===== config.mk =====
export PLATFORM = sky130hd
export DESIGN_NAME = quad_attitude_pd_mixer
export DESIGN_NICKNAME = d
export VERILOG_FILES = /design/src/rtl/core/qapm_pkg.sv /design/src/rtl/core/qapm_regs.sv /design/src/rtl/core/qapm_mul.sv /design/src/rtl/core/qapm_core.sv /design/src/rtl/core/quad_attitude_pd_mixer.sv
export VERILOG_INCLUDE_DIRS = /design/src /design/src/rtl/core
export SDC_FILE = /design/constraint.sdc
export NUM_CORES = 2
export LEC_CHECK = 0
export BUFFER_PORTS_ARGS = -buffer_cell sky130_fd_sc_hd__buf_2
export CAP_MARGIN = 20
export CORE_MARGIN = 4
export CORE_UTILIZATION = 30
export CTS_CLUSTER_SIZE = 40
export DETAILED_ROUTE_END_ITERATION = 12
export SYNTH_ARGS = -nofsm -noshare
export SYNTH_HDL_FRONTEND = slang
export SYNTH_SLANG_ARGS = --single-unit

===== constraint.sdc =====
create_clock -name clk_i -period 12.2 [get_ports clk_i]
set_clock_uncertainty 0.05 [all_clocks]
set_input_delay 0.61 -clock clk_i [delete_from_list [all_inputs] [get_ports clk_i]]
set_output_delay 0.61 -clock clk_i [all_outputs]
set_load 0.01 [all_outputs]

===== src/rtl/core/quad_attitude_pd_mixer_macros.svh =====
// Assertion helpers for the attitude mixer; clocked on clk_i, off during reset.
`ifndef QUAD_ATTITUDE_PD_MIXER_MACROS_SVH
`define QUAD_ATTITUDE_PD_MIXER_MACROS_SVH

// same-cycle implication
`define QAPM_ASSERT_NOW(name, pre, post) \
  name: assert property (@(posedge clk_i) disable iff (!rst_ni) (pre) |-> (post)) \
    else $error("qapm: same-cycle check failed");

// next-cycle implication
`define QAPM_ASSERT_NEXT(name, pre, post) \
  name: assert property (@(posedge clk_i) disable iff (!rst_ni) (pre) |=> (post)) \
    else $error("qapm: next-cycle check failed");

`endif


===== src/rtl/core/qapm_pkg.sv =====
`timescale 1ns / 1ps
package qapm_pkg;

  localparam int DATA_W    = 24;
  localparam int GAIN_W    = 16;
  localparam int GAIN_FRAC = 12;
  localparam int GAINS_W   = 3 * GAIN_W;
  localparam int INV_DT_W  = 10;
  localparam int BASE_W    = 23;

  localparam int DIFF_W  = DATA_W + 1;          // difference of two samples
  localparam int ANG_W   = DATA_W + 2;          // angle error after yaw wrap
  localparam int ERR_W   = DATA_W + INV_DT_W + 2; // rate error, multiplier operand
  localparam int PROD_W  = ERR_W + GAIN_W;
  localparam int ACC_W   = PROD_W + 2;
  localparam int DELTA_W = ACC_W - GAIN_FRAC;
  localparam int MOTOR_W = DELTA_W + 3;

  localparam int APB_DW = 64;
  localparam int APB_AW = 6;

  localparam logic [2:0] REG_PITCH = 3'd0;
  localparam logic [2:0] REG_ROLL  = 3'd1;
  localparam logic [2:0] REG_YAW   = 3'd2;
  localparam logic [2:0] REG_INVDT = 3'd3;
  localparam logic [2:0] REG_BASE  = 3'd4;

  localparam logic [INV_DT_W-1:0] INV_DT_RST = INV_DT_W'(100);

  localparam logic [1:0] AX_PITCH = 2'd0;
  localparam logic [1:0] AX_ROLL  = 2'd1;
  localparam logic [1:0] AX_YAW   = 2'd2;

  localparam logic [1:0] SLOT_P  = 2'd0;
  localparam logic [1:0] SLOT_D  = 2'd1;
  localparam logic [1:0] SLOT_DD = 2'd2;

  localparam logic signed [ANG_W-1:0] PI_Q16     = ANG_W'(205887);
  localparam logic signed [ANG_W-1:0] NEG_PI_Q16 = -ANG_W'(205887);
  localparam logic signed [ANG_W-1:0] TWO_PI_Q16 = ANG_W'(411775);

  localparam logic signed [MOTOR_W-1:0] OUT_MAX = MOTOR_W'((2 ** (DATA_W - 1)) - 1);
  localparam logic signed [MOTOR_W-1:0] OUT_MIN = -MOTOR_W'(2 ** (DATA_W - 1));

  // per motor, bit a set: the delta of axis a is subtracted
  // order: front left, front right, rear right, rear left
  localparam logic [2:0] MIX_NEG [4] = '{3'b000, 3'b110, 3'b011, 3'b101};

  typedef struct packed {
    logic [GAINS_W-1:0]  pitch_gains;
    logic [GAINS_W-1:0]  roll_gains;
    logic [GAINS_W-1:0]  yaw_gains;
    logic [INV_DT_W-1:0] inv_dt;
    logic [BASE_W-1:0]   thrust_bias;
  } cfg_t;

  function automatic logic signed [GAIN_W-1:0] gain_at(logic [GAINS_W-1:0] gains,
                                                       logic [1:0] slot);
    logic signed [GAIN_W-1:0] g;
    unique case (slot)
      SLOT_P:  g = $signed(gains[GAIN_W-1:0]);
      SLOT_D:  g = $signed(gains[2*GAIN_W-1:GAIN_W]);
      default: g = $signed(gains[3*GAIN_W-1:2*GAIN_W]);
    endcase
    return g;
  endfunction

  function automatic logic signed [DATA_W-1:0] sat_out(logic signed [MOTOR_W-1:0] v);
    logic signed [DATA_W-1:0] r;
    priority if (v > OUT_MAX) begin
      r = OUT_MAX[DATA_W-1:0];
    end else if (v < OUT_MIN) begin
      r = OUT_MIN[DATA_W-1:0];
    end else begin
      r = v[DATA_W-1:0];
    end
    return r;
  endfunction

endpackage


===== src/rtl/core/qapm_regs.sv =====
`timescale 1ns / 1ps
module qapm_regs (
  input  logic                          clk_i,
  input  logic                          rst_ni,
  input  logic                          psel,
  input  logic                          penable,
  input  logic                          pwrite,
  input  logic [qapm_pkg::APB_AW-1:0]   paddr,
  input  logic [qapm_pkg::APB_DW-1:0]   pwdata,
  output logic [qapm_pkg::APB_DW-1:0]   prdata,
  output logic                          pready,
  output qapm_pkg::cfg_t                cfg_o
);

  qapm_pkg::cfg_t cfg_q;
  logic [2:0]     idx;
  logic           wr_en;

  assign idx    = paddr[qapm_pkg::APB_AW-1:3];
  assign wr_en  = psel && penable && pwrite;
  assign pready = 1'b1;
  assign cfg_o  = cfg_q;

  always_ff @(posedge clk_i or negedge rst_ni) begin
    if (!rst_ni) begin
      cfg_q.pitch_gains <= '0;
      cfg_q.roll_gains  <= '0;
      cfg_q.yaw_gains   <= '0;
      cfg_q.inv_dt      <= qapm_pkg::INV_DT_RST;
      cfg_q.thrust_bias <= '0;
    end else if (wr_en) begin
      unique case (idx)
        qapm_pkg::REG_PITCH: cfg_q.pitch_gains <= pwdata[qapm_pkg::GAINS_W-1:0];
        qapm_pkg::REG_ROLL:  cfg_q.roll_gains  <= pwdata[qapm_pkg::GAINS_W-1:0];
        qapm_pkg::REG_YAW:   cfg_q.yaw_gains   <= pwdata[qapm_pkg::GAINS_W-1:0];
        qapm_pkg::REG_INVDT: cfg_q.inv_dt      <= pwdata[qapm_pkg::INV_DT_W-1:0];
        qapm_pkg::REG_BASE:  cfg_q.thrust_bias <= pwdata[qapm_pkg::BASE_W-1:0];
        default: ;
      endcase
    end
  end

  always_comb begin
    unique case (idx)
      qapm_pkg::REG_PITCH: prdata = qapm_pkg::APB_DW'(cfg_q.pitch_gains);
      qapm_pkg::REG_ROLL:  prdata = qapm_pkg::APB_DW'(cfg_q.roll_gains);
      qapm_pkg::REG_YAW:   prdata = qapm_pkg::APB_DW'(cfg_q.yaw_gains);
      qapm_pkg::REG_INVDT: prdata = qapm_pkg::APB_DW'(cfg_q.inv_dt);
      qapm_pkg::REG_BASE:  prdata = qapm_pkg::APB_DW'(cfg_q.thrust_bias);
      default:             prdata = '0;
    endcase
  end

endmodule


===== src/rtl/core/qapm_mul.sv =====
`timescale 1ns / 1ps
module qapm_mul (
  input  logic                                 clk_i,
  input  logic signed [qapm_pkg::ERR_W-1:0]    a_i,
  input  logic signed [qapm_pkg::GAIN_W-1:0]   b_i,
  output logic signed [qapm_pkg::PROD_W-1:0]   p_o
);

  logic signed [qapm_pkg::PROD_W-1:0] p_q;
  logic signed [qapm_pkg::PROD_W-1:0] p_d;

  assign p_d = qapm_pkg::PROD_W'(a_i) * qapm_pkg::PROD_W'(b_i);
  assign p_o = p_q;

  always_ff @(posedge clk_i) begin
    p_q <= p_d;
  end

endmodule


===== src/rtl/core/qapm_core.sv =====
`timescale 1ns / 1ps
module qapm_core (
  input  logic                                  clk_i,
  input  logic                                  rst_ni,
  input  qapm_pkg::cfg_t                        cfg_i,
  input  logic                                  in_valid_i,
  output logic                                  in_ready_o,
  input  logic signed [qapm_pkg::DATA_W-1:0]    des_i [3],
  input  logic signed [qapm_pkg::DATA_W-1:0]    est_i [3],
  input  logic signed [qapm_pkg::DATA_W-1:0]    gyro_i [3],
  input  logic signed [qapm_pkg::DATA_W-1:0]    acc_i [3],
  output logic                                  out_valid_o,
  input  logic                                  out_ready_i,
  output logic signed [qapm_pkg::DATA_W-1:0]    motor_o [4],
  output logic signed [qapm_pkg::ERR_W-1:0]     mul_a_o,
  output logic signed [qapm_pkg::GAIN_W-1:0]    mul_b_o,
  input  logic signed [qapm_pkg::PROD_W-1:0]    mul_p_i
);

  typedef enum logic [2:0] {
    S_IDLE, S_RATE, S_P, S_D, S_DD, S_SUM, S_MIX, S_OUT
  } state_e;

  state_e state_q;
  logic [1:0] ax_q;
  logic out_valid_q;

  logic signed [qapm_pkg::DATA_W-1:0]  des_q [3];
  logic signed [qapm_pkg::DATA_W-1:0]  est_q [3];
  logic signed [qapm_pkg::DATA_W-1:0]  gyro_q [3];
  logic signed [qapm_pkg::DATA_W-1:0]  acc_q [3];
  logic signed [qapm_pkg::DATA_W-1:0]  prev_q [3];
  logic signed [qapm_pkg::ANG_W-1:0]   ang_err_q;
  logic signed [qapm_pkg::ERR_W-1:0]   rate_err_q;
  logic signed [qapm_pkg::ACC_W-1:0]   sum_q;
  logic signed [qapm_pkg::MOTOR_W-1:0] mot_q [4];
  logic signed [qapm_pkg::DATA_W-1:0]  out_q [4];

  logic [qapm_pkg::GAINS_W-1:0]        gains;
  logic signed [qapm_pkg::DIFF_W-1:0]  des_diff;
  logic signed [qapm_pkg::DIFF_W-1:0]  ang_diff;
  logic signed [qapm_pkg::ANG_W-1:0]   ang_raw;
  logic signed [qapm_pkg::ANG_W-1:0]   ang_err_d;
  logic signed [qapm_pkg::DELTA_W-1:0] delta;
  logic signed [qapm_pkg::MOTOR_W-1:0] delta_m;
  logic                                out_free;

  assign in_ready_o  = (state_q == S_IDLE);
  assign out_valid_o = out_valid_q;
  assign motor_o     = out_q;
  assign out_free    = !out_valid_q || out_ready_i;

  always_comb begin
    unique case (ax_q)
      qapm_pkg::AX_PITCH: gains = cfg_i.pitch_gains;
      qapm_pkg::AX_ROLL:  gains = cfg_i.roll_gains;
      default:            gains = cfg_i.yaw_gains;
    endcase
  end

  assign des_diff = qapm_pkg::DIFF_W'(des_q[ax_q]) - qapm_pkg::DIFF_W'(prev_q[ax_q]);
  assign ang_diff = qapm_pkg::DIFF_W'(des_q[ax_q]) - qapm_pkg::DIFF_W'(est_q[ax_q]);
  assign ang_raw  = qapm_pkg::ANG_W'(ang_diff);

  // yaw error shifted once by 2*pi toward [-pi, pi)
  always_comb begin
    ang_err_d = ang_raw;
    if (ax_q == qapm_pkg::AX_YAW) begin
      priority if (ang_raw >= qapm_pkg::PI_Q16) begin
        ang_err_d = ang_raw - qapm_pkg::TWO_PI_Q16;
      end else if (ang_raw < qapm_pkg::NEG_PI_Q16) begin
        ang_err_d = ang_raw + qapm_pkg::TWO_PI_Q16;
      end else begin
        ang_err_d = ang_raw;
      end
    end
  end

  // floor shift of the gain-scaled sum back to Q.16
  assign delta   = qapm_pkg::DELTA_W'(sum_q >>> qapm_pkg::GAIN_FRAC);
  assign delta_m = qapm_pkg::MOTOR_W'(delta);

  // operand select for the shared multiplier
  always_comb begin
    mul_a_o = '0;
    mul_b_o = '0;
    unique case (state_q)
      S_RATE: begin
        mul_a_o = qapm_pkg::ERR_W'(des_diff);
        mul_b_o = $signed(qapm_pkg::GAIN_W'(cfg_i.inv_dt));
      end
      S_P: begin
        mul_a_o = qapm_pkg::ERR_W'(ang_err_q);
        mul_b_o = qapm_pkg::gain_at(gains, qapm_pkg::SLOT_P);
      end
      S_D: begin
        mul_a_o = rate_err_q;
        mul_b_o = qapm_pkg::gain_at(gains, qapm_pkg::SLOT_D);
      end
      S_DD: begin
        mul_a_o = -qapm_pkg::ERR_W'(acc_q[ax_q]);
        mul_b_o = qapm_pkg::gain_at(gains, qapm_pkg::SLOT_DD);
      end
      default: ;
    endcase
  end

  always_ff @(posedge clk_i or negedge rst_ni) begin
    if (!rst_ni) begin
      state_q     <= S_IDLE;
      ax_q        <= qapm_pkg::AX_PITCH;
      out_valid_q <= 1'b0;
      for (int i = 0; i < 3; i++) begin
        prev_q[i] <= '0;
      end
    end else begin
      // in S_OUT the result register is reloaded below instead
      if (out_valid_q && out_ready_i && (state_q != S_OUT)) begin
        out_valid_q <= 1'b0;
      end
      unique case (state_q)
        S_IDLE: begin
          if (in_valid_i) begin
            des_q   <= des_i;
            est_q   <= est_i;
            gyro_q  <= gyro_i;
            acc_q   <= acc_i;
            ax_q    <= qapm_pkg::AX_PITCH;
            for (int m = 0; m < 4; m++) begin
              mot_q[m] <= qapm_pkg::MOTOR_W'(cfg_i.thrust_bias);
            end
            state_q <= S_RATE;
          end
        end
        S_RATE: begin
          ang_err_q <= ang_err_d;
          state_q   <= S_P;
        end
        S_P: begin
          // product holds the desired rate, which fits the operand width
          rate_err_q <= qapm_pkg::ERR_W'(mul_p_i) - qapm_pkg::ERR_W'(gyro_q[ax_q]);
          state_q    <= S_D;
        end
        S_D: begin
          sum_q   <= qapm_pkg::ACC_W'(mul_p_i);
          state_q <= S_DD;
        end
        S_DD: begin
          sum_q   <= sum_q + qapm_pkg::ACC_W'(mul_p_i);
          state_q <= S_SUM;
        end
        S_SUM: begin
          sum_q   <= sum_q + qapm_pkg::ACC_W'(mul_p_i);
          state_q <= S_MIX;
        end
        S_MIX: begin
          for (int m = 0; m < 4; m++) begin
            if (qapm_pkg::MIX_NEG[m][ax_q]) begin
              mot_q[m] <= mot_q[m] - delta_m;
            end else begin
              mot_q[m] <= mot_q[m] + delta_m;
            end
          end
          if (ax_q == qapm_pkg::AX_YAW) begin
            state_q <= S_OUT;
          end else begin
            ax_q    <= ax_q + 2'd1;
            state_q <= S_RATE;
          end
        end
        S_OUT: begin
          // holds here while the previous result still waits
          if (out_free) begin
            for (int m = 0; m < 4; m++) begin
              out_q[m] <= qapm_pkg::sat_out(mot_q[m]);
            end
            prev_q      <= des_q;
            out_valid_q <= 1'b1;
            state_q     <= S_IDLE;
          end
        end
        default: state_q <= S_IDLE;
      endcase
    end
  end

endmodule


===== src/rtl/core/quad_attitude_pd_mixer.sv =====
`timescale 1ns / 1ps
// Attitude P-D-DD controller with X-frame motor mixer. One beat of desired and
// estimated angles, gyro rates and angular accelerations gives one beat of four
// saturated motor thrusts (signed Q7.16). A single 36x16 multiplier is shared
// by all products under a sequencer that runs through each axis in turn
// (desired rate, then the P, D and DD products, accumulate, mix), and the block
// takes a new input beat only once the sequencer is back in idle. While a
// result waits on the output, the next item is already worked on; it is held
// at the end only if the earlier result is still not taken.
// Gains, inv_dt and base thrust sit on the APB port at byte addresses 8*i and
// should be written while the block is idle.
`include "quad_attitude_pd_mixer_macros.svh"
module quad_attitude_pd_mixer (
  input  logic                                 clk_i,
  input  logic                                 rst_ni,
  input  logic                                 psel,
  input  logic                                 penable,
  input  logic                                 pwrite,
  input  logic [qapm_pkg::APB_AW-1:0]          paddr,
  input  logic [qapm_pkg::APB_DW-1:0]          pwdata,
  output logic [qapm_pkg::APB_DW-1:0]          prdata,
  output logic                                 pready,
  input  logic                                 in_valid_i,
  output logic                                 in_ready_o,
  input  logic signed [qapm_pkg::DATA_W-1:0]   des_pitch_i,
  input  logic signed [qapm_pkg::DATA_W-1:0]   des_roll_i,
  input  logic signed [qapm_pkg::DATA_W-1:0]   des_yaw_i,
  input  logic signed [qapm_pkg::DATA_W-1:0]   est_pitch_i,
  input  logic signed [qapm_pkg::DATA_W-1:0]   est_roll_i,
  input  logic signed [qapm_pkg::DATA_W-1:0]   est_yaw_i,
  input  logic signed [qapm_pkg::DATA_W-1:0]   gyro_x_i,
  input  logic signed [qapm_pkg::DATA_W-1:0]   gyro_y_i,
  input  logic signed [qapm_pkg::DATA_W-1:0]   gyro_z_i,
  input  logic signed [qapm_pkg::DATA_W-1:0]   acc_pitch_i,
  input  logic signed [qapm_pkg::DATA_W-1:0]   acc_roll_i,
  input  logic signed [qapm_pkg::DATA_W-1:0]   acc_yaw_i,
  output logic                                 out_valid_o,
  input  logic                                 out_ready_i,
  output logic signed [qapm_pkg::DATA_W-1:0]   motor_front_left_o,
  output logic signed [qapm_pkg::DATA_W-1:0]   motor_front_right_o,
  output logic signed [qapm_pkg::DATA_W-1:0]   motor_rear_right_o,
  output logic signed [qapm_pkg::DATA_W-1:0]   motor_rear_left_o
);

  qapm_pkg::cfg_t cfg;

  logic signed [qapm_pkg::DATA_W-1:0] des [3];
  logic signed [qapm_pkg::DATA_W-1:0] est [3];
  logic signed [qapm_pkg::DATA_W-1:0] gyro [3];
  logic signed [qapm_pkg::DATA_W-1:0] acc [3];
  logic signed [qapm_pkg::DATA_W-1:0] motor [4];

  logic signed [qapm_pkg::ERR_W-1:0]  mul_a;
  logic signed [qapm_pkg::GAIN_W-1:0] mul_b;
  logic signed [qapm_pkg::PROD_W-1:0] mul_p;

  assign des  = '{des_pitch_i, des_roll_i, des_yaw_i};
  assign est  = '{est_pitch_i, est_roll_i, est_yaw_i};
  assign gyro = '{gyro_x_i, gyro_y_i, gyro_z_i};
  assign acc  = '{acc_pitch_i, acc_roll_i, acc_yaw_i};

  assign motor_front_left_o  = motor[0];
  assign motor_front_right_o = motor[1];
  assign motor_rear_right_o  = motor[2];
  assign motor_rear_left_o   = motor[3];

  qapm_regs u_regs (
    .clk_i   (clk_i),
    .rst_ni  (rst_ni),
    .psel    (psel),
    .penable (penable),
    .pwrite  (pwrite),
    .paddr   (paddr),
    .pwdata  (pwdata),
    .prdata  (prdata),
    .pready  (pready),
    .cfg_o   (cfg)
  );

  qapm_mul u_mul (
    .clk_i (clk_i),
    .a_i   (mul_a),
    .b_i   (mul_b),
    .p_o   (mul_p)
  );

  qapm_core u_core (
    .clk_i       (clk_i),
    .rst_ni      (rst_ni),
    .cfg_i       (cfg),
    .in_valid_i  (in_valid_i),
    .in_ready_o  (in_ready_o),
    .des_i       (des),
    .est_i       (est),
    .gyro_i      (gyro),
    .acc_i       (acc),
    .out_valid_o (out_valid_o),
    .out_ready_i (out_ready_i),
    .motor_o     (motor),
    .mul_a_o     (mul_a),
    .mul_b_o     (mul_b),
    .mul_p_i     (mul_p)
  );

  // an accepted beat keeps the sequencer busy
  `QAPM_ASSERT_NEXT(a_busy_after_accept, in_valid_i && in_ready_o, !in_ready_o)
  // a new result only comes out of a running computation
  `QAPM_ASSERT_NOW(a_result_from_work, $rose(out_valid_o), $past(!in_ready_o))
  // a result is dropped only when taken
  `QAPM_ASSERT_NOW(a_result_held, $fell(out_valid_o), $past(out_ready_i))

endmodule

# Yosys cells after proc, flatten, opt, wreduce, memory -nomap -nowiden
# Memories as Yosys holds them, arrays and structs flattened.
# Index checks and enable logic that the tools add are counted.
# op_classes
order_cmp,12
n_mux,80
n_bitwise,9
addsub,16
multipliers,1
n_reduce_logical,34
eq_ne,17
# ops
cell,count
two-way mux 45 bit,8
two-way mux 24 bit,14
binary-select mux 24 bit (select 2 bit),5
case mux 48 bit (5 select lines),1
adder 45 x 42 -> 45 bit,4
> comparator 45 x 24 -> 1 bit (second input constant),4
less-than comparator 45 x 24 -> 1 bit (second input constant),4
subtractor 45 x 42 -> 45 bit,4
case mux 36 bit (4 select lines),1
case mux 54 bit (2 select lines),1
case mux 48 bit (2 select lines),1
two-way mux 26 bit,3
case mux 16 bit (4 select lines),1
adder 54 x 52 -> 54 bit,1
multiplier 36 x 16 -> 52 bit,1
subtractor 24 x 24 -> 25 bit,2
negation 24 -> 36 bit,1
subtractor 36 x 24 -> 36 bit,1
two-way mux 1 bit,34
adder 25 x 20 -> 26 bit (second input constant),1
subtractor 25 x 20 -> 26 bit (second input constant),1
>= comparator 25 x 19 -> 1 bit (second input constant),1
less-than comparator 25 x 19 -> 1 bit (second input constant),1
case mux 3 bit (8 select lines),1
26 further kinds,73
# totals
ff_bits,807
ramBits,180
elab_cells,201
input_bits,365
out_inout_bits,163
memories,1
# memory_table
memory,depth,width,read_ports,rd_clocked_by_memory_dff,wr,line_no,text
u_core.mot_q,4,45,4,0,4,qapm_core.sv:36,logic signed [qapm_pkg::MOTOR_W-1:0] mot_q [4];

# Longest topological paths before layout
# logic_depth
word_depth,9
depth_mapped,48
ltp_nobuf,42

# Modules after synthesis
# From an unflattened synthesis, not the netlist that was laid out.
# hier_totals
hier_cells,8354
hier_area_um2,81318.0
# by_module_without_submodules
module,instances,area_each_um2,cells_each,seq_area_each_um2
qapm_core,1,51979.9,5371,22371.5
qapm_mul,1,21120.3,2363,1041.0
qapm_regs,1,8217.9,620,4433.0

# Worst setup path before layout
# OpenSTA, ideal clock, no wires.
# synth_timing
kind,register -> register
from,register u_core.ax_q[1]
to,register u_mul.p_q (netlist bit u_mul.p_o[48])
path_stages_with_launch,47
period_less_slack_ns,11.243
setup_ns,0.123
n_path_buf,7
slack_ns,0.957
arrival_ns,11.069
t_required_ns,12.027
path_cell_list,dfrtp_1 buf_2 buf_2 buf_2 clkbuf_1 buf_1 clkbuf_1 mux2i_1 o21ai_0 ha_1 fa_1 nand2b_1 a21boi_0 o21ai_0 a31oi_1 o21a_1 o21ai_0 a21oi_1 [11 not listed] fa_1 fa_1 inv_1 fa_1 inv_1 ha_1 a21o_1 a21o_1 a21oi_1 o21bai_1 a21o_1 a21oi_1 o31ai_1 a21boi_0 o21ai_0 a21oi_1 a21oi_1 xor2_1
# synth_via
elab_chain_cells,7
word_cells_on_any_way,18
cone_classes,add/sub (2); mul (1); eq/ne (1); mux (12); bitwise (1); reduce/logical (1)
# synth_lines
element,line_no,text
from (decl),qapm_core.sv:25,logic [1:0] ax_q;
from (signal assigned),qapm_core.sv:111,ax_q <= qapm_pkg::AX_PITCH;
from (signal assigned),qapm_core.sv:128,ax_q <= qapm_pkg::AX_PITCH;
from (signal assigned),qapm_core.sv:167,ax_q <= ax_q + 2'd1;
inverter 2 -> 3 bit (not written as such),"qapm_core.sv:61, qapm_core.sv:101",
"binary-select mux 24 bit (select 2 bit), on equally long branches","qapm_core.sv:101, qapm_core.sv:61",
"two-way mux 24 bit, on equally long branches (2 in a row)","qapm_core.sv:101, qapm_core.sv:61",
negation 24 -> 36 bit or subtractor 24 x 24 -> 25 bit (tied branches),"qapm_core.sv:101, qapm_core.sv:61",
case mux 36 bit (4 select lines),qapm_core.sv:87,unique case (state_q)
multiplier 36 x 16 -> 52 bit *,qapm_mul.sv:12,assign p_d = qapm_pkg::PROD_W'(a_i) * qapm_pkg::PROD_W'(b_i);
"named net u_mul.p_d, one bit",qapm_mul.sv:10,logic signed [qapm_pkg::PROD_W-1:0] p_d;
to (signal assigned),qapm_mul.sv:16,p_q <= p_d;
to (decl),qapm_mul.sv:9,logic signed [qapm_pkg::PROD_W-1:0] p_q;
# The timed path passes the listed nets; every way through them passes the cells marked *. The select of a mux whose other input is x is not followed.
# A chain may end at the register's enable or synchronous reset.

# Worst setup path in the final report
# layout_timing
from,register u_core.ax_q[1]
to,register u_mul.p_q (netlist bit u_mul.p_o[51])
# The elaborated chain is that of the path after synthesis.

==> results.yml <==
setup_path:
  worstPathArrival_ps: 11940
  cp-endpoint: "u_mul.p_o[51]"
  required_ps: 12780
  crit_path_frequent_cell: "fa_1"
  regToRegSetupSlack_ps: 850
  critPathKind: "register to register"
  critPathLaunchType: "register"
  max_stage_delay_ps: 720
  end_kind: "register"
  r2r-end: "u_mul.p_o[51]"
  reg2reg_depth: 36
  startpoint: "u_core.ax_q[1]"
  worst_path_max_delay_cell: "dfrtp_4"
  r2r_start: "u_core.ax_q[1]"
  cp_max_fo: 29
floorplan:
  die_x_um: 525
  die_area_um2: 275000
  rows: 189
  initial_core_util_pct: 30.2
  fp.coreArea_um2: 265000
  ios: 528
  die_h_um: 525
detailed_routing:
  drt-total-wl_um: 260000
  drtPass1Iterations: 6
  drc: 0
  drtIter0Drc: 5470
  ant_nets: 0
  vias: 64689
  drt-wirelength-per-cell_um: 20.8
  viasPerCell: 5.16
clock_network:
  clock_path_buffers: 3
  cts_resized: 0
  h-tree-depth: 3
  hold_buffers: 284
  cts_tree: "built"
  postCtsSetupRepairBufs: 0
  insertion_delay_ps: 750
  cts_sinks: 987
  numCtsBuffers: 110
  clk_pin_slew_ps: 60
  cts_root_buf: "clkbuf_16"
yosys:
  yosysUniqueCellTypes: 97
  yosysWarnings: 0
  avgSynthCellArea_um2: 9.72
  async_reset_ff_share_pct: 25.8
  synth-seq-area-share_pct: 34.8
  yosys.area.top_type: "edfxtp_1"
  syn-cell-area_um2: 80000
  synth-seq-cells: 987
  synth_area_leaders: "edfxtp_1 26%, fa_1 14%, dfrtp_1 7.9%"
  postSynthCellCount: 8238
  yosys-top-cells-count: "868 x nor2_1, 837 x nand2_1, 760 x inv_1"
  synthMostInstantiatedCell: "nor2_1"
  synth_top_area_share_pct: 25.5
  synth_enable_flop_cells: 680
  ys.flop_type: "edfxtp_1"
final_layout:
  layout-drive-gt1-share_pct: 13.1
  nets: 10301
  fillers: 26609
  layout.cells.non_filler: 12546
  fin_util_pct: 35.2
  final_area_um2: 93500
  syn2layout_area_growth_pct: 16.8
min_path:
  hold_path_class: "input port to register"
  hold_depth: 1
sta:
  rsz0062_at_grt: "no"
  clock.fmax_ghz: 0.0881
  slew_headroom_pct: 23.4
  drv_slew: 0
  tightest_slew_ps: 1150
  min_period_ps: 11350
  fin_crit_sh_pct: 93.0
  setup-tns-final_ps: 0
  setup_viol: 0
  hold_violations: 0
placement:
  postPlaceCellArea_um2: 86700
  io_buffers: 491
  dp_cells: 12034
  dp_hpwl_um: 199000
  finalWeightedCongestion: 0.937
run:
  cap_violations: 0
global_routing:
  grt_max_degree: 179
  grt_pass1_vias: 65847
  gr-usage-all-layers_pct: 18.4
  antenna_found_initial: 29
  grt_pass1_wl_um: 397000
  gr-total-overflow: 0
run_status:
  status: "finished, final reports clean"
## final cells by class
| cell class | instances | area (µm²) | share of cell area [%] |
|---|---|---|---|
| Timing Repair Buffer | 901 | 6320 | 6.76 |
| Sequential cell | 987 | 27900 | 29.8 |
| Inverter | 774 | 2910 | 3.11 |
| Antenna cell | 18 | 45.0 | 0.0482 |
| Clock buffer | 139 | 3050 | 3.26 |
| Multi-Input combinational cell | 6126 | 48200 | 51.5 |
| Tap cell | 3533 | 4420 | 4.73 |
| Clock inverter | 68 | 738 | 0.790 |
## how the worst min path moves through the flow
stage                startpoint           endpoint  slack (ps)
3_3_place_gp   u_core.des_q[45]  u_core.prev_q[45]         440
3_5_place_dp   u_core.des_q[42]  u_core.prev_q[42]         440
2_1_floorplan            rst_ni     u_core.ax_q[0]         260
4_1_cts              pwdata[25]  u_regs.cfg_o[106]         0.7
5_1_grt           acc_yaw_i[17]   u_core.acc_q[17]          10
6_report          acc_yaw_i[17]   u_core.acc_q[17]          50
## cells in the final DEF (no fill, tap or decap), types with 92 or more instances in the layout
master / count
edfxtp_1: 680
mux2_2: 254
fa_1: 552
xor2_1: 134
dlygate4sd3_1: 284
a21oi_1: 550
a21o_1: 214
inv_1: 760
nor2_1: 860
o21ai_0: 384
buf_2: 489
dfrtp_1: 250
ha_1: 482
mux2i_1: 188
nand3_1: 106
nor3_1: 99
xnor2_1: 344
buf_4: 122
nand2b_1: 92
clkbuf_16: 115
nand2_1: 835
## kinds of logic after synthesis
| family | synth area share [%] |
|---|---|
| other | 0.00938 |
| adder cells (fa/ha/maj) | 21.4 |
| multiplexers | 5.92 |
| buffers and inverters | 5.46 |
| AO/OA/AOI/OAI | 14.1 |
| AND/OR/NAND/NOR | 13.1 |
| flip-flops | 34.8 |
| XOR/XNOR | 5.23 |
## critical path: cells and delay by family (launching register included)
family | cells | cell delay (ps)
mux | 2 | 710
flops | 1 | 720
buf+inv | 4 | 700
xor+xnor | 1 | 110
fa+ha+maj | 8 | 3910
compound gates | 17 | 4410
simple gates | 4 | 640
## state kept, by name (all words and copies together), names as in the netlist, 3 cells and up
signal,flops
u_regs.cfg_o,177
u_core.prev_q,72
u_core.sum_q,54
u_core.rate_err_q,36
u_mul.p_o,52
u_core.est_q,72
u_core.des_q,72
u_core.gyro_q,72
u_core.ang_err_q,26
u_core.mot_q,180
u_core.state_q,3
u_core.acc_q,72
u_core.motor_o,96
## stage by stage
step	hold WS [ps]	setup WS (ps)
6_report	54.1	849
5_1_grt	10.7	302
4_1_cts	0.680	887
3_5_place_dp	439	857
3_3_place_gp	438	913
2_1_floorplan	264	957
## metal layers
layer | global-route usage, % | vias to the layer above | wire length (µm)
met4 | 5.19 | 10 | 7400
li1 | - | 29800 | -
met3 | 3.56 | 354 | 21000
met1 | 25.2 | 32015 | 114000
met5 | 0 | - | 68
met2 | 29.5 | 2510 | 118000
Power is not shown: default switching activity piles up to over one toggle a cycle in this logic, so the estimate is an artifact.
